===== src/design/rpa_pkg.sv =====
`default_nettype none

package rpa_pkg;

  // default sizes, handed to the top level parameters
  localparam int WINDOW_PERIODS_DEF = 5;
  localparam int PERIOD_BITS_DEF    = 20;
  localparam int SAMPLE_BITS_DEF    = 16;

  // register port and fixed field widths
  localparam int LEVEL_W    = 15;
  localparam int CFG_IDX_W  = 2;
  localparam int CFG_DATA_W = 16;
  localparam int GAIN_W     = 32;
  localparam int DRIVE_W    = 16;
  localparam int FRAC_BITS  = 16;

  // register indexes
  localparam logic [CFG_IDX_W-1:0] REG_RELAY_LEVEL     = 2'd0;
  localparam logic [CFG_IDX_W-1:0] REG_START_THRESHOLD = 2'd1;

  localparam logic [LEVEL_W-1:0] RELAY_LEVEL_RST     = 15'd20480;
  localparam logic [LEVEL_W-1:0] START_THRESHOLD_RST = 15'd2048;

  // ziegler-nichols constants, scaled to integers
  localparam int K_DEN_W = 22;
  localparam int K_P_W   = 22;
  localparam int K_I_W   = 33;
  localparam int K_D_W   = 9;
  localparam logic [K_DEN_W-1:0] K_DEN = 22'd3141592;
  localparam logic [K_P_W-1:0]   K_P   = 22'd2400000;
  localparam logic [K_I_W-1:0]   K_I   = 33'd4800000000;
  localparam logic [K_D_W-1:0]   K_D   = 9'd300;

  // stability bound: 50 * deviation must not exceed the sum
  localparam int STAB_W = 6;
  localparam logic [STAB_W-1:0] STAB_K = 6'd50;

  // serial arithmetic unit operations
  localparam logic ALU_MUL = 1'b0;
  localparam logic ALU_DIV = 1'b1;

  typedef struct packed {
    logic start;
    logic op;
  } alu_req_t;

  typedef struct packed {
    logic busy;
    logic done;
  } alu_stat_t;

endpackage

`default_nettype wire


===== src/design/rpa_if.sv =====
`default_nettype none

// sample request channel
interface rpa_in_if #(
  parameter int SAMPLE_BITS = rpa_pkg::SAMPLE_BITS_DEF
);
  logic                          valid;
  logic                          ready;
  logic                          start_req;
  logic signed [SAMPLE_BITS-1:0] sample;
  logic                          ms_tick;

  modport source (output valid, output start_req, output sample, output ms_tick,
                  input ready);
  modport sink (input valid, input start_req, input sample, input ms_tick,
                output ready);
endinterface

// result request channel
interface rpa_out_if;
  logic                                 valid;
  logic                                 ready;
  logic signed [rpa_pkg::DRIVE_W-1:0]   drive_level;
  logic                                 busy_res;
  logic                                 tuning_done;
  logic                                 gain_error;
  logic        [rpa_pkg::GAIN_W-1:0]    gain_p;
  logic        [rpa_pkg::GAIN_W-1:0]    gain_i;
  logic        [rpa_pkg::GAIN_W-1:0]    gain_d;

  modport source (output valid, output drive_level, output busy_res,
                  output tuning_done, output gain_error, output gain_p,
                  output gain_i, output gain_d, input ready);
  modport sink (input valid, input drive_level, input busy_res,
                input tuning_done, input gain_error, input gain_p,
                input gain_i, input gain_d, output ready);
endinterface

// register write channel
interface rpa_cfg_if;
  logic                             valid;
  logic                             ready;
  logic [rpa_pkg::CFG_IDX_W-1:0]    index;
  logic [rpa_pkg::CFG_DATA_W-1:0]   data;

  modport source (output valid, output index, output data, input ready);
  modport sink (input valid, input index, input data, output ready);
endinterface

`default_nettype wire


===== src/design/relay_pid_autotuner_top.sv =====
// Relay-feedback PID autotuner.
// in_ch carries one request per plant sample: start_req, sample, ms_tick.
// out_ch returns exactly one result request per sample: relay drive, busy,
// done and error flags and the three held Q16.16 gains.
// cfg_ch writes relay_level (index 0) and start_threshold (index 1); it is
// always ready, unknown indexes are dropped.
// An ordinary sample is accepted, then the result register loads from the emit state.
// The sample that completes a stable window of WINDOW_PERIODS periods first
// runs a window sum and check pass over the history, one bit-serial multiply
// and four bit-serial divides in the shared serial arithmetic unit.
// An unstable or zero-mean window runs only the sum and check passes.
// Reset puts the tuner in idle with gains and flags cleared and the
// registers at their defaults; the history fills during a run.
// When out_ch stalls, the result waits in the output register and one more
// sample is accepted and worked; its result then waits until the register
// is free, and in_ch holds ready low meanwhile.
`default_nettype none

module relay_pid_autotuner_top #(
  parameter int WINDOW_PERIODS = rpa_pkg::WINDOW_PERIODS_DEF,
  parameter int PERIOD_BITS    = rpa_pkg::PERIOD_BITS_DEF,
  parameter int SAMPLE_BITS    = rpa_pkg::SAMPLE_BITS_DEF
) (
  input wire logic   clk,
  input wire logic   rst_n,
  rpa_in_if.sink     in_ch,
  rpa_out_if.source  out_ch,
  rpa_cfg_if.sink    cfg_ch
);

  localparam int WB    = $clog2(WINDOW_PERIODS + 1);
  localparam int AMP_W = SAMPLE_BITS + 1;
  localparam int SA_W  = AMP_W + WB;
  localparam int SP_W  = PERIOD_BITS + WB;
  localparam int DEN_W = rpa_pkg::K_DEN_W + SA_W;
  localparam int NUM_D = 40 + PERIOD_BITS + WB;
  localparam int NUM_I = 64 + 2 * WB;
  localparam int NUM_W = ((NUM_D > NUM_I) ? NUM_D : NUM_I) + 1;
  localparam int LV_W  = rpa_pkg::LEVEL_W;
  localparam int KP_W  = rpa_pkg::K_P_W + LV_W;
  localparam int KI_W  = rpa_pkg::K_I_W + LV_W;
  localparam int KD_W  = rpa_pkg::K_D_W + LV_W;
  localparam int GW    = rpa_pkg::GAIN_W;
  localparam int STAB_SHIFT = rpa_pkg::STAB_W;

  // tuner phases
  localparam logic [2:0] PH_IDLE = 3'd0;
  localparam logic [2:0] PH_RISE = 3'd1;
  localparam logic [2:0] PH_FALL = 3'd2;
  localparam logic [2:0] PH_NEG  = 3'd3;
  localparam logic [2:0] PH_POS  = 3'd4;
  localparam logic [2:0] PH_DONE = 3'd5;

  // sequencer states
  localparam logic [3:0] S_WAIT  = 4'd0;
  localparam logic [3:0] S_EMIT  = 4'd1;
  localparam logic [3:0] S_SUM   = 4'd2;
  localparam logic [3:0] S_CHK   = 4'd3;
  localparam logic [3:0] S_JUDGE = 4'd4;
  localparam logic [3:0] S_DMUL  = 4'd5;
  localparam logic [3:0] S_PDIV  = 4'd6;
  localparam logic [3:0] S_I1    = 4'd7;
  localparam logic [3:0] S_I2    = 4'd8;
  localparam logic [3:0] S_DDIV  = 4'd9;

  localparam logic [1:0] FLAG_DONE = 2'b01;
  localparam logic [1:0] FLAG_ERR  = 2'b10;

  localparam logic [WB-1:0] LAST_IDX = WB'(WINDOW_PERIODS - 1);

  logic [3:0]                    state_r, state_nxt;
  logic [2:0]                    phase_r, phase_nxt;
  logic [PERIOD_BITS-1:0]        ms_r, ms_nxt;
  logic signed [SAMPLE_BITS-1:0] low_r, low_nxt;
  logic signed [SAMPLE_BITS-1:0] high_r, high_nxt;
  logic [WB-1:0]                 piw_r, piw_nxt;
  logic [1:0]                    flags_r, flags_nxt;
  logic [GW-1:0]                 gain_r [3];
  logic [GW-1:0]                 gain_nxt [3];
  logic [WB-1:0]                 cnt_r, cnt_nxt;
  logic [SA_W-1:0]               sa_r, sa_nxt;
  logic [SP_W-1:0]               sp_r, sp_nxt;
  logic                          fail_r, fail_nxt;
  logic [DEN_W-1:0]              den_r, den_nxt;
  logic [KP_W-1:0]               kp_base_r, kp_base_nxt;
  logic [KI_W-1:0]               ki_base_r, ki_base_nxt;
  logic [KD_W-1:0]               kd_base_r, kd_base_nxt;
  logic [NUM_W-1:0]              kd_num_r, kd_num_nxt;
  logic [NUM_W-1:0]              tmp_r, tmp_nxt;
  logic                          issued_r, issued_nxt;
  logic [LV_W-1:0]               level_r;
  logic [LV_W-1:0]               thresh_r;

  logic [AMP_W-1:0]              amp_hist_r [WINDOW_PERIODS];
  logic [PERIOD_BITS-1:0]        per_hist_r [WINDOW_PERIODS];
  logic                          push;
  logic                          rot;
  logic [AMP_W-1:0]              push_amp;
  logic [PERIOD_BITS-1:0]        push_per;

  logic                          out_valid_r;
  logic signed [rpa_pkg::DRIVE_W-1:0] out_drive_r;
  logic                          out_busy_r;
  logic                          out_done_r;
  logic                          out_err_r;
  logic [GW-1:0]                 out_gain_r [3];
  logic                          out_load;

  logic                          in_acc;
  logic signed [SAMPLE_BITS-1:0] s;
  logic signed [SAMPLE_BITS+15:0] s_ext;
  logic signed [SAMPLE_BITS+15:0] thr_ext;
  logic                          s_le0;
  logic [PERIOD_BITS-1:0]        ms_tk;
  logic signed [SAMPLE_BITS-1:0] high_tk;

  logic [SA_W-1:0]               amp_sc, amp_dev;
  logic [SP_W-1:0]               per_sc, per_dev;
  logic                          amp_bad, per_bad;

  rpa_pkg::alu_req_t             alu_req;
  rpa_pkg::alu_stat_t            alu_stat;
  logic [NUM_W-1:0]              alu_a, alu_b, alu_res;
  logic [GW-1:0]                 alu_sat;

  rpa_serial_alu #(.NUM_W(NUM_W)) u_alu (
    .clk    (clk),
    .rst_n  (rst_n),
    .req    (alu_req),
    .opa    (alu_a),
    .opb    (alu_b),
    .stat   (alu_stat),
    .result (alu_res)
  );

  // handshakes
  assign in_acc       = in_ch.valid && in_ch.ready;
  assign in_ch.ready  = (state_r == S_WAIT);
  assign cfg_ch.ready = 1'b1;
  assign out_load     = (state_r == S_EMIT) && (!out_valid_r || out_ch.ready);

  // sample decode
  assign s       = in_ch.sample;
  assign s_ext   = {{16{s[SAMPLE_BITS-1]}}, s};
  assign thr_ext = {{(SAMPLE_BITS + 1){1'b0}}, thresh_r};
  assign s_le0   = s[SAMPLE_BITS-1] || (s == '0);
  assign ms_tk   = (in_ch.ms_tick && (ms_r != '1)) ? ms_r + 1'b1 : ms_r;
  assign high_tk = (s > high_r) ? s : high_r;

  // window check on the entry at the head of the history
  assign amp_sc  = SA_W'(amp_hist_r[0]) * SA_W'(WINDOW_PERIODS);
  assign amp_dev = (amp_sc > sa_r) ? amp_sc - sa_r : sa_r - amp_sc;
  assign amp_bad = ((SA_W + STAB_SHIFT)'(amp_dev) * (SA_W + STAB_SHIFT)'(rpa_pkg::STAB_K))
                   > (SA_W + STAB_SHIFT)'(sa_r);
  assign per_sc  = SP_W'(per_hist_r[0]) * SP_W'(WINDOW_PERIODS);
  assign per_dev = (per_sc > sp_r) ? per_sc - sp_r : sp_r - per_sc;
  assign per_bad = ((SP_W + STAB_SHIFT)'(per_dev) * (SP_W + STAB_SHIFT)'(rpa_pkg::STAB_K))
                   > (SP_W + STAB_SHIFT)'(sp_r);

  assign alu_sat = (|alu_res[NUM_W-1:GW]) ? '1 : alu_res[GW-1:0];

  // sequencer and tuner update
  always_comb begin
    state_nxt   = state_r;
    phase_nxt   = phase_r;
    ms_nxt      = ms_r;
    low_nxt     = low_r;
    high_nxt    = high_r;
    piw_nxt     = piw_r;
    flags_nxt   = flags_r;
    gain_nxt[0] = gain_r[0];
    gain_nxt[1] = gain_r[1];
    gain_nxt[2] = gain_r[2];
    cnt_nxt     = cnt_r;
    sa_nxt      = sa_r;
    sp_nxt      = sp_r;
    fail_nxt    = fail_r;
    den_nxt     = den_r;
    kp_base_nxt = kp_base_r;
    ki_base_nxt = ki_base_r;
    kd_base_nxt = kd_base_r;
    kd_num_nxt  = kd_num_r;
    tmp_nxt     = tmp_r;
    issued_nxt  = issued_r;
    push        = 1'b0;
    rot         = 1'b0;
    push_amp    = AMP_W'({high_tk[SAMPLE_BITS-1], high_tk} - {low_r[SAMPLE_BITS-1], low_r});
    push_per    = ms_tk;
    alu_req     = '0;
    alu_a       = '0;
    alu_b       = '0;
    case (state_r)
      S_WAIT: begin
        if (in_acc) begin
          state_nxt = S_EMIT;
          case (phase_r)
            PH_RISE: begin
              if (s_ext >= thr_ext) phase_nxt = PH_FALL;
            end
            PH_FALL: begin
              if (s_le0) begin
                ms_nxt    = '0;
                low_nxt   = '0;
                high_nxt  = '0;
                phase_nxt = PH_NEG;
              end
            end
            PH_NEG: begin
              ms_nxt = ms_tk;
              if (s < low_r) low_nxt = s;
              if (!s[SAMPLE_BITS-1]) phase_nxt = PH_POS;
            end
            PH_POS: begin
              ms_nxt   = ms_tk;
              high_nxt = high_tk;
              if (s_le0) begin
                push = 1'b1;
                if (piw_r == LAST_IDX) begin
                  piw_nxt   = '0;
                  state_nxt = S_SUM;
                  cnt_nxt   = '0;
                  sa_nxt    = '0;
                  sp_nxt    = '0;
                  fail_nxt  = 1'b0;
                end else begin
                  piw_nxt   = piw_r + 1'b1;
                  ms_nxt    = '0;
                  low_nxt   = '0;
                  high_nxt  = '0;
                  phase_nxt = PH_NEG;
                end
              end
            end
            default: begin
              if (in_ch.start_req) begin
                phase_nxt   = PH_RISE;
                piw_nxt     = '0;
                flags_nxt   = '0;
                gain_nxt[0] = '0;
                gain_nxt[1] = '0;
                gain_nxt[2] = '0;
              end else if (phase_r != PH_DONE) begin
                phase_nxt = PH_IDLE;
              end
            end
          endcase
        end
      end
      S_SUM: begin
        rot     = 1'b1;
        sa_nxt  = sa_r + SA_W'(amp_hist_r[0]);
        sp_nxt  = sp_r + SP_W'(per_hist_r[0]);
        cnt_nxt = cnt_r + 1'b1;
        if (cnt_r == LAST_IDX) begin
          cnt_nxt   = '0;
          state_nxt = S_CHK;
        end
      end
      S_CHK: begin
        rot     = 1'b1;
        cnt_nxt = cnt_r + 1'b1;
        if (amp_bad || per_bad) fail_nxt = 1'b1;
        if (cnt_r == LAST_IDX) begin
          cnt_nxt   = '0;
          state_nxt = S_JUDGE;
        end
      end
      S_JUDGE: begin
        if (fail_r) begin
          ms_nxt    = '0;
          low_nxt   = '0;
          high_nxt  = '0;
          phase_nxt = PH_NEG;
          state_nxt = S_EMIT;
        end else if ((sa_r == '0) || (sp_r == '0)) begin
          phase_nxt   = PH_DONE;
          flags_nxt   = FLAG_ERR;
          gain_nxt[0] = '1;
          gain_nxt[1] = '1;
          gain_nxt[2] = '1;
          state_nxt   = S_EMIT;
        end else begin
          phase_nxt   = PH_DONE;
          den_nxt     = DEN_W'(rpa_pkg::K_DEN) * DEN_W'(sa_r);
          kp_base_nxt = KP_W'(rpa_pkg::K_P) * KP_W'(level_r);
          ki_base_nxt = KI_W'(rpa_pkg::K_I) * KI_W'(level_r);
          kd_base_nxt = KD_W'(rpa_pkg::K_D) * KD_W'(level_r);
          state_nxt   = S_DMUL;
        end
      end
      S_DMUL: begin
        // 300 * level * period sum, then the Q16 scale
        alu_a = NUM_W'(kd_base_r);
        alu_b = NUM_W'(sp_r);
        if (!issued_r) begin
          alu_req.start = 1'b1;
          alu_req.op    = rpa_pkg::ALU_MUL;
          issued_nxt    = 1'b1;
        end else if (alu_stat.done) begin
          kd_num_nxt = alu_res << rpa_pkg::FRAC_BITS;
          issued_nxt = 1'b0;
          state_nxt  = S_PDIV;
        end
      end
      S_PDIV: begin
        alu_a = (NUM_W'(kp_base_r) * NUM_W'(WINDOW_PERIODS)) << rpa_pkg::FRAC_BITS;
        alu_b = NUM_W'(den_r);
        if (!issued_r) begin
          alu_req.start = 1'b1;
          alu_req.op    = rpa_pkg::ALU_DIV;
          issued_nxt    = 1'b1;
        end else if (alu_stat.done) begin
          gain_nxt[0] = alu_sat;
          issued_nxt  = 1'b0;
          state_nxt   = S_I1;
        end
      end
      S_I1: begin
        alu_a = (NUM_W'(ki_base_r) * NUM_W'(WINDOW_PERIODS * WINDOW_PERIODS))
                << rpa_pkg::FRAC_BITS;
        alu_b = NUM_W'(den_r);
        if (!issued_r) begin
          alu_req.start = 1'b1;
          alu_req.op    = rpa_pkg::ALU_DIV;
          issued_nxt    = 1'b1;
        end else if (alu_stat.done) begin
          tmp_nxt    = alu_res;
          issued_nxt = 1'b0;
          state_nxt  = S_I2;
        end
      end
      S_I2: begin
        alu_a = tmp_r;
        alu_b = NUM_W'(sp_r);
        if (!issued_r) begin
          alu_req.start = 1'b1;
          alu_req.op    = rpa_pkg::ALU_DIV;
          issued_nxt    = 1'b1;
        end else if (alu_stat.done) begin
          gain_nxt[1] = alu_sat;
          issued_nxt  = 1'b0;
          state_nxt   = S_DDIV;
        end
      end
      S_DDIV: begin
        alu_a = kd_num_r;
        alu_b = NUM_W'(den_r);
        if (!issued_r) begin
          alu_req.start = 1'b1;
          alu_req.op    = rpa_pkg::ALU_DIV;
          issued_nxt    = 1'b1;
        end else if (alu_stat.done) begin
          gain_nxt[2] = alu_sat;
          flags_nxt   = FLAG_DONE;
          issued_nxt  = 1'b0;
          state_nxt   = S_EMIT;
        end
      end
      S_EMIT: begin
        if (out_load) state_nxt = S_WAIT;
      end
      default: begin
        state_nxt = S_WAIT;
      end
    endcase
  end

  // control state
  always_ff @(posedge clk) begin
    if (!rst_n) begin
      state_r   <= S_WAIT;
      phase_r   <= PH_IDLE;
      ms_r      <= '0;
      low_r     <= '0;
      high_r    <= '0;
      piw_r     <= '0;
      flags_r   <= '0;
      gain_r[0] <= '0;
      gain_r[1] <= '0;
      gain_r[2] <= '0;
      cnt_r     <= '0;
      fail_r    <= 1'b0;
      issued_r  <= 1'b0;
    end else begin
      state_r   <= state_nxt;
      phase_r   <= phase_nxt;
      ms_r      <= ms_nxt;
      low_r     <= low_nxt;
      high_r    <= high_nxt;
      piw_r     <= piw_nxt;
      flags_r   <= flags_nxt;
      gain_r[0] <= gain_nxt[0];
      gain_r[1] <= gain_nxt[1];
      gain_r[2] <= gain_nxt[2];
      cnt_r     <= cnt_nxt;
      fail_r    <= fail_nxt;
      issued_r  <= issued_nxt;
    end
  end

  // window arithmetic operands
  always_ff @(posedge clk) begin
    sa_r      <= sa_nxt;
    sp_r      <= sp_nxt;
    den_r     <= den_nxt;
    kp_base_r <= kp_base_nxt;
    ki_base_r <= ki_base_nxt;
    kd_base_r <= kd_base_nxt;
    kd_num_r  <= kd_num_nxt;
    tmp_r     <= tmp_nxt;
  end

  // history shift line: push at the tail, rotate during the window pass
  always_ff @(posedge clk) begin
    if (push) begin
      for (int i = 0; i < WINDOW_PERIODS - 1; i++) begin
        amp_hist_r[i] <= amp_hist_r[i+1];
        per_hist_r[i] <= per_hist_r[i+1];
      end
      amp_hist_r[WINDOW_PERIODS-1] <= push_amp;
      per_hist_r[WINDOW_PERIODS-1] <= push_per;
    end else if (rot) begin
      for (int i = 0; i < WINDOW_PERIODS - 1; i++) begin
        amp_hist_r[i] <= amp_hist_r[i+1];
        per_hist_r[i] <= per_hist_r[i+1];
      end
      amp_hist_r[WINDOW_PERIODS-1] <= amp_hist_r[0];
      per_hist_r[WINDOW_PERIODS-1] <= per_hist_r[0];
    end
  end

  // register writes
  always_ff @(posedge clk) begin
    if (!rst_n) begin
      level_r  <= rpa_pkg::RELAY_LEVEL_RST;
      thresh_r <= rpa_pkg::START_THRESHOLD_RST;
    end else if (cfg_ch.valid && cfg_ch.ready) begin
      case (cfg_ch.index)
        rpa_pkg::REG_RELAY_LEVEL:     level_r  <= cfg_ch.data[LV_W-1:0];
        rpa_pkg::REG_START_THRESHOLD: thresh_r <= cfg_ch.data[LV_W-1:0];
        default: ;
      endcase
    end
  end

  // output register
  always_ff @(posedge clk) begin
    if (!rst_n) begin
      out_valid_r <= 1'b0;
    end else if (out_load) begin
      out_valid_r <= 1'b1;
    end else if (out_ch.ready) begin
      out_valid_r <= 1'b0;
    end
  end

  always_ff @(posedge clk) begin
    if (out_load) begin
      if ((phase_r == PH_RISE) || (phase_r == PH_NEG)) begin
        out_drive_r <= {1'b0, level_r};
      end else if ((phase_r == PH_FALL) || (phase_r == PH_POS)) begin
        out_drive_r <= -$signed({1'b0, level_r});
      end else begin
        out_drive_r <= '0;
      end
      out_busy_r    <= (phase_r == PH_RISE) || (phase_r == PH_FALL) ||
                       (phase_r == PH_NEG) || (phase_r == PH_POS);
      out_done_r    <= flags_r[0];
      out_err_r     <= flags_r[1];
      out_gain_r[0] <= gain_r[0];
      out_gain_r[1] <= gain_r[1];
      out_gain_r[2] <= gain_r[2];
    end
  end

  assign out_ch.valid       = out_valid_r;
  assign out_ch.drive_level = out_drive_r;
  assign out_ch.busy_res    = out_busy_r;
  assign out_ch.tuning_done = out_done_r;
  assign out_ch.gain_error  = out_err_r;
  assign out_ch.gain_p      = out_gain_r[0];
  assign out_ch.gain_i      = out_gain_r[1];
  assign out_ch.gain_d      = out_gain_r[2];

`ifndef SYNTHESIS
  // period count never reaches a full window
  a_piw_range: assert property (@(posedge clk) disable iff (!rst_n)
    piw_r < WB'(WINDOW_PERIODS))
    else $error("period count out of range");

  // done and error are exclusive
  a_flags_excl: assert property (@(posedge clk) disable iff (!rst_n)
    flags_r != (FLAG_DONE | FLAG_ERR))
    else $error("done and error both set");

  // flags only while the run has finished
  a_flags_phase: assert property (@(posedge clk) disable iff (!rst_n)
    flags_r != '0 |-> phase_r == PH_DONE)
    else $error("flags set outside done phase");

  // serial unit is started only when free
  a_alu_free: assert property (@(posedge clk) disable iff (!rst_n)
    alu_req.start |-> !alu_stat.busy)
    else $error("serial unit started while busy");

  // an accepted request always leaves the wait state
  a_accept_leaves: assert property (@(posedge clk) disable iff (!rst_n)
    in_acc |=> state_r != S_WAIT)
    else $error("accepted request not processed");
`endif

endmodule

`default_nettype wire


===== src/design/rpa_serial_alu.sv =====
`default_nettype none

module rpa_serial_alu #(
  parameter int NUM_W = 71
) (
  input  wire logic              clk,
  input  wire logic              rst_n,
  input  wire rpa_pkg::alu_req_t req,
  input  wire logic [NUM_W-1:0]  opa,
  input  wire logic [NUM_W-1:0]  opb,
  output rpa_pkg::alu_stat_t     stat,
  output logic [NUM_W-1:0]       result
);

  localparam int CNT_W = $clog2(NUM_W + 1);

  logic             busy_r, busy_nxt;
  logic             done_r, done_nxt;
  logic             op_r, op_nxt;
  logic [CNT_W-1:0] cnt_r, cnt_nxt;
  logic [NUM_W:0]   acc_r, acc_nxt;
  logic [NUM_W-1:0] sh_r, sh_nxt;
  logic [NUM_W-1:0] b_r, b_nxt;
  logic [NUM_W:0]   rem_sh;

  // one bit per cycle: shift-add multiply or restoring divide
  always_comb begin
    busy_nxt = busy_r;
    done_nxt = 1'b0;
    op_nxt   = op_r;
    cnt_nxt  = cnt_r;
    acc_nxt  = acc_r;
    sh_nxt   = sh_r;
    b_nxt    = b_r;
    rem_sh   = {acc_r[NUM_W-1:0], sh_r[NUM_W-1]};
    if (req.start && !busy_r) begin
      busy_nxt = 1'b1;
      op_nxt   = req.op;
      cnt_nxt  = CNT_W'(NUM_W);
      acc_nxt  = '0;
      sh_nxt   = opa;
      b_nxt    = opb;
    end else if (busy_r) begin
      if (op_r == rpa_pkg::ALU_MUL) begin
        if (b_r[0]) begin
          acc_nxt = acc_r + {1'b0, sh_r};
        end
        sh_nxt = {sh_r[NUM_W-2:0], 1'b0};
        b_nxt  = {1'b0, b_r[NUM_W-1:1]};
      end else begin
        if (rem_sh >= {1'b0, b_r}) begin
          acc_nxt = rem_sh - {1'b0, b_r};
          sh_nxt  = {sh_r[NUM_W-2:0], 1'b1};
        end else begin
          acc_nxt = rem_sh;
          sh_nxt  = {sh_r[NUM_W-2:0], 1'b0};
        end
      end
      cnt_nxt = cnt_r - 1'b1;
      if (cnt_r == CNT_W'(1)) begin
        busy_nxt = 1'b0;
        done_nxt = 1'b1;
      end
    end
  end

  always_ff @(posedge clk) begin
    if (!rst_n) begin
      busy_r <= 1'b0;
      done_r <= 1'b0;
      op_r   <= rpa_pkg::ALU_MUL;
      cnt_r  <= '0;
    end else begin
      busy_r <= busy_nxt;
      done_r <= done_nxt;
      op_r   <= op_nxt;
      cnt_r  <= cnt_nxt;
    end
  end

  always_ff @(posedge clk) begin
    acc_r <= acc_nxt;
    sh_r  <= sh_nxt;
    b_r   <= b_nxt;
  end

  assign stat.busy = busy_r;
  assign stat.done = done_r;
  assign result    = (op_r == rpa_pkg::ALU_MUL) ? acc_r[NUM_W-1:0] : sh_r;

endmodule

`default_nettype wire


===== src/flat_wrapper.sv =====
// flat-port wrapper written by rule: the top's interface ports become plain ports
module relay_pid_autotuner_top_flat 
#(
  parameter int WINDOW_PERIODS = rpa_pkg::WINDOW_PERIODS_DEF,
  parameter int PERIOD_BITS    = rpa_pkg::PERIOD_BITS_DEF,
  parameter int SAMPLE_BITS    = rpa_pkg::SAMPLE_BITS_DEF
)
  (clk, rst_n, in_ch_valid, in_ch_start_req, in_ch_sample, in_ch_ms_tick, in_ch_ready, out_ch_valid, out_ch_drive_level, out_ch_busy_res, out_ch_tuning_done, out_ch_gain_error, out_ch_gain_p, out_ch_gain_i, out_ch_gain_d, out_ch_ready, cfg_ch_valid, cfg_ch_index, cfg_ch_data, cfg_ch_ready);
  rpa_in_if #(.SAMPLE_BITS(SAMPLE_BITS)) in_ch_i ();
  rpa_out_if out_ch_i ();
  rpa_cfg_if cfg_ch_i ();
  input wire logic clk;
  input wire logic rst_n;
  input wire logic [$bits(in_ch_i.valid)-1:0] in_ch_valid;
  input wire logic [$bits(in_ch_i.start_req)-1:0] in_ch_start_req;
  input wire logic [$bits(in_ch_i.sample)-1:0] in_ch_sample;
  input wire logic [$bits(in_ch_i.ms_tick)-1:0] in_ch_ms_tick;
  output wire logic [$bits(in_ch_i.ready)-1:0] in_ch_ready;
  output wire logic [$bits(out_ch_i.valid)-1:0] out_ch_valid;
  output wire logic [$bits(out_ch_i.drive_level)-1:0] out_ch_drive_level;
  output wire logic [$bits(out_ch_i.busy_res)-1:0] out_ch_busy_res;
  output wire logic [$bits(out_ch_i.tuning_done)-1:0] out_ch_tuning_done;
  output wire logic [$bits(out_ch_i.gain_error)-1:0] out_ch_gain_error;
  output wire logic [$bits(out_ch_i.gain_p)-1:0] out_ch_gain_p;
  output wire logic [$bits(out_ch_i.gain_i)-1:0] out_ch_gain_i;
  output wire logic [$bits(out_ch_i.gain_d)-1:0] out_ch_gain_d;
  input wire logic [$bits(out_ch_i.ready)-1:0] out_ch_ready;
  input wire logic [$bits(cfg_ch_i.valid)-1:0] cfg_ch_valid;
  input wire logic [$bits(cfg_ch_i.index)-1:0] cfg_ch_index;
  input wire logic [$bits(cfg_ch_i.data)-1:0] cfg_ch_data;
  output wire logic [$bits(cfg_ch_i.ready)-1:0] cfg_ch_ready;
  assign in_ch_i.valid = in_ch_valid;
  assign in_ch_i.start_req = in_ch_start_req;
  assign in_ch_i.sample = in_ch_sample;
  assign in_ch_i.ms_tick = in_ch_ms_tick;
  assign in_ch_ready = in_ch_i.ready;
  assign out_ch_valid = out_ch_i.valid;
  assign out_ch_drive_level = out_ch_i.drive_level;
  assign out_ch_busy_res = out_ch_i.busy_res;
  assign out_ch_tuning_done = out_ch_i.tuning_done;
  assign out_ch_gain_error = out_ch_i.gain_error;
  assign out_ch_gain_p = out_ch_i.gain_p;
  assign out_ch_gain_i = out_ch_i.gain_i;
  assign out_ch_gain_d = out_ch_i.gain_d;
  assign out_ch_i.ready = out_ch_ready;
  assign cfg_ch_i.valid = cfg_ch_valid;
  assign cfg_ch_i.index = cfg_ch_index;
  assign cfg_ch_i.data = cfg_ch_data;
  assign cfg_ch_ready = cfg_ch_i.ready;
  relay_pid_autotuner_top #(.WINDOW_PERIODS(WINDOW_PERIODS), .PERIOD_BITS(PERIOD_BITS), .SAMPLE_BITS(SAMPLE_BITS)) u_core (.clk(clk), .rst_n(rst_n), .in_ch(in_ch_i), .out_ch(out_ch_i), .cfg_ch(cfg_ch_i));
endmodule

===== config.mk =====
export PLATFORM = sky130hd
export DESIGN_NAME = relay_pid_autotuner_top_flat
export DESIGN_NICKNAME = d
export VERILOG_FILES = /design/src/design/rpa_pkg.sv /design/src/design/rpa_if.sv /design/src/design/relay_pid_autotuner_top.sv /design/src/design/rpa_serial_alu.sv /design/src/flat_wrapper.sv
export SDC_FILE = /design/constraint.sdc
export NUM_CORES = 2
export LEC_CHECK = 0
export ABC_AREA = 1
export CORE_MARGIN = 5
export CORE_UTILIZATION = 40
export DETAILED_ROUTE_END_ITERATION = 7
export DONT_BUFFER_PORTS = 1
export PLACE_DENSITY = 0.53
export SETUP_SLACK_MARGIN = 0.2
export SLEW_MARGIN = 30
export SYNTH_ARGS = -nofsm -noshare
export SYNTH_HDL_FRONTEND = slang
export SYNTH_SLANG_ARGS = --single-unit
export TNS_END_PERCENT = 30

===== constraint.sdc =====
create_clock -name clk -period 12.3 [get_ports clk]
set_input_delay 1.23 -clock clk [delete_from_list [all_inputs] [get_ports clk]]
set_output_delay 1.23 -clock clk [all_outputs]
set_load 0.05 [all_outputs]

==> flow_metrics.py <==
metrics = {
    "global_route": {
        "track_usage": 0.271,
        "gr-total-overflow": 0,
        "antenna_found_initial": 12,
        "grt_first_pass_wirelength_microns": 486000,
        "grt_max_degree": 116,
        "first_global_vias": 75457,
    },
    "cells_and_area": {
        "layout_commonest_cell": "nand2_1",
        "stdcell_count": 14434,
        "drive_above_1_share": 0.0392,
        "utilization": 0.435,
        "num-nets-final": 12986,
        "syn2layout_area_growth_pct": 8.07,
        "final_cell_mix": "nand2_1 (2328), inv_1 (1959), ha_1 (1164)",
    },
    "logic_synthesis": {
        "ys_warn_count": 0,
        "netlist_area_sq_um": 90700,
        "synth-edff-count": 703,
        "synth-seq-cells": 980,
        "async_reset_ff_frac": 0,
        "syn_nets": 13033,
        "synth_seq_area_share": 0.294,
        "synthCells": 11384,
        "ys_types": 83,
        "avgSynthCellArea_sq_um": 7.96,
        "ys.flop_type": "edfxtp_1",
    },
    "route": {
        "vias": 77299,
        "drt_iter0_drc": 6148,
        "wire_per_inst_microns": 22.9,
        "ant_nets": 0,
        "viasPerCell": 5.36,
        "finalWirelength_microns": 330000,
        "drc_errors": 0,
        "dr.pass1.iters": 5,
    },
    "timing": {
        "slew_violations": 0,
        "holdWs_ps": 400,
        "fin_skew_ps": 89.5,
        "max_slew_margin": 0.346,
        "fin_crit_ps": 10440,
        "finalSetupTns_ps": 0,
        "setup_viol": 0,
        "timing.final.crit_share": 0.849,
        "worst_pin_slew_ps": 982,
        "fmax_ghz": 0.0958,
        "rsz0062_at_grt": "no",
        "hold_viol_final": 0,
    },
    "critical_path": {
        "cp_slowest_cell": "fa_1",
        "cp.arrival_ps": 11070,
        "crit_fanout": 36,
        "worstSetupPathType": "register to register",
        "critPathLaunchType": "register",
        "path_common_cell": "nand2_1",
        "end_kind": "register",
        "max_stage_delay_ps": 500,
        "cp.required_ps": 12930,
    },
    "floorplanning": {
        "die_h_microns": 486,
        "initial_core_util": 0.403,
        "core_sq_um": 225000,
        "io_pins": 159,
        "dieArea_sq_um": 236000,
        "die_w_microns": 486,
        "fp-row-count": 174,
    },
    "cts": {
        "cts_tree": "built",
        "cts.sinks": 980,
        "clockBufferDepth": 3,
        "post_cts_resized": 0,
        "cts-buffers-inserted": 110,
        "root_buffer": "clkbuf_16",
        "cts.htree.levels": 3,
        "clock_latency_ps": 800,
        "cts_setup_buffers": 0,
        "cts.clk_slew.worst_paths_ps": 70,
        "cts_hold_buf": 0,
    },
    "place": {
        "place_congestion": 0.975,
        "dp_hpwl_microns": 272000,
        "io_buffers": 0,
        "dp_cells": 14216,
    },
    "run": {
        "max_cap_viol_count": 0,
    },
    "outcome": {
        "status": "completed",
    },
    "min_path": {
        "hold_class": "register to register",
    },
}
-- through the flow --
stage / instance area (sq um) / setup slack [ps]
floorplan: 90700 / 4570
global placement: 94000 / 2030
detailed placement: 94000 / 2030
CTS: 97900 / 1990
global route: 98000 / 1180
finish: 98000 / 1860
-- layout make-up --
cell class	count	area (sq um)
Antenna cell	7	17.5
Clock buffer	147	3110
Clock inverter	63	815
Fill cell	23017	127000
Inverter	1990	7490
Multi-Input combinational cell	8180	55600
Sequential cell	980	26700
Tap cell	2992	3740
Timing Repair Buffer	75	594
-- final timing paths --
kind / startpoint / endpoint / slack [ps] / cells past startpoint
max reg2reg: u_core.per_hist_r[0][1] / u_core.fail_r / 1860 / 51
min: u_core.per_hist_r[0][82] / u_core.per_hist_r[0][62] / 400 / 0
min reg2reg: u_core.per_hist_r[0][82] / u_core.per_hist_r[0][62] / 400 / 0
max: u_core.per_hist_r[0][1] / u_core.fail_r / 1860 / 51
-- flip-flops by register name, summed over array words and instances, names as in the netlist, 19 cells and up --
| register | cells |
|---|---|
| u_core.sa_r | 20 |
| u_core.gain_r | 96 |
| u_core.u_alu.b_r | 42 |
| u_core.u_alu.acc_r | 71 |
| u_core.amp_hist_r | 85 |
| u_core.per_hist_r | 100 |
| u_core.sp_r | 23 |
| u_core.kp_base_r | 29 |
| u_core.out_gain_r | 96 |
| u_core.den_r | 39 |
| u_core.kd_base_r | 19 |
| u_core.kd_num_r | 55 |
| u_core.ms_r | 20 |
| u_core.ki_base_r | 34 |
| u_core.u_alu.sh_r | 71 |
| u_core.tmp_r | 71 |
-- metal layers --
layer,global-route usage,vias up,routed length (microns)
li1,-,37531,-
met1,0.386,37250,153000
met2,0.429,2142,146000
met3,0.0388,376,19900
met4,0.0807,0,10600
met5,0,-,0
-- critical path: cells and delay by family (launching register included) --
kind	cells	cell delay, ps
flip-flops	1	490
buffers and inverters	6	640
XOR/XNOR	3	670
AO/OA/AOI/OAI	8	1540
adder cells (fa/ha/maj)	9	3220
AND/OR/NAND/NOR	25	3750
-- Yosys cell counts (all sizes together), types with 28 or more instances --
cell type  number  share of area
nand3         497          0.028
buf           112         0.0072
or2            74         0.0051
o211ai         43         0.0036
dfxtp         277          0.061
clkbuf        122         0.0052
nand2        2337          0.097
inv          1989          0.082
nor2          844          0.036
xnor2          90         0.0087
nand3b         28         0.0023
nand4         111         0.0077
edfxtp        703           0.23
xor2          244          0.024
nor4           52         0.0036
a21oi         977          0.054
a31oi          75         0.0052
o21bai         56         0.0047
nor3           90         0.0055
ha           1164           0.16
o21ai         806          0.045
o21a           41         0.0034
a221oi         48         0.0050
a21o           32         0.0026
fa            444          0.098
-- cells by family after synthesis --
| family | synth area share |
|---|---|
| xor+xnor | 0.0323 |
| compound gates | 0.133 |
| buf+inv | 0.0949 |
| simple gates | 0.187 |
| flops | 0.294 |
| other cells | 0.0000414 |
| fa+ha+maj | 0.259 |
Power is not shown: default switching activity piles up to over one toggle a cycle in this logic, so the estimate is an artifact.
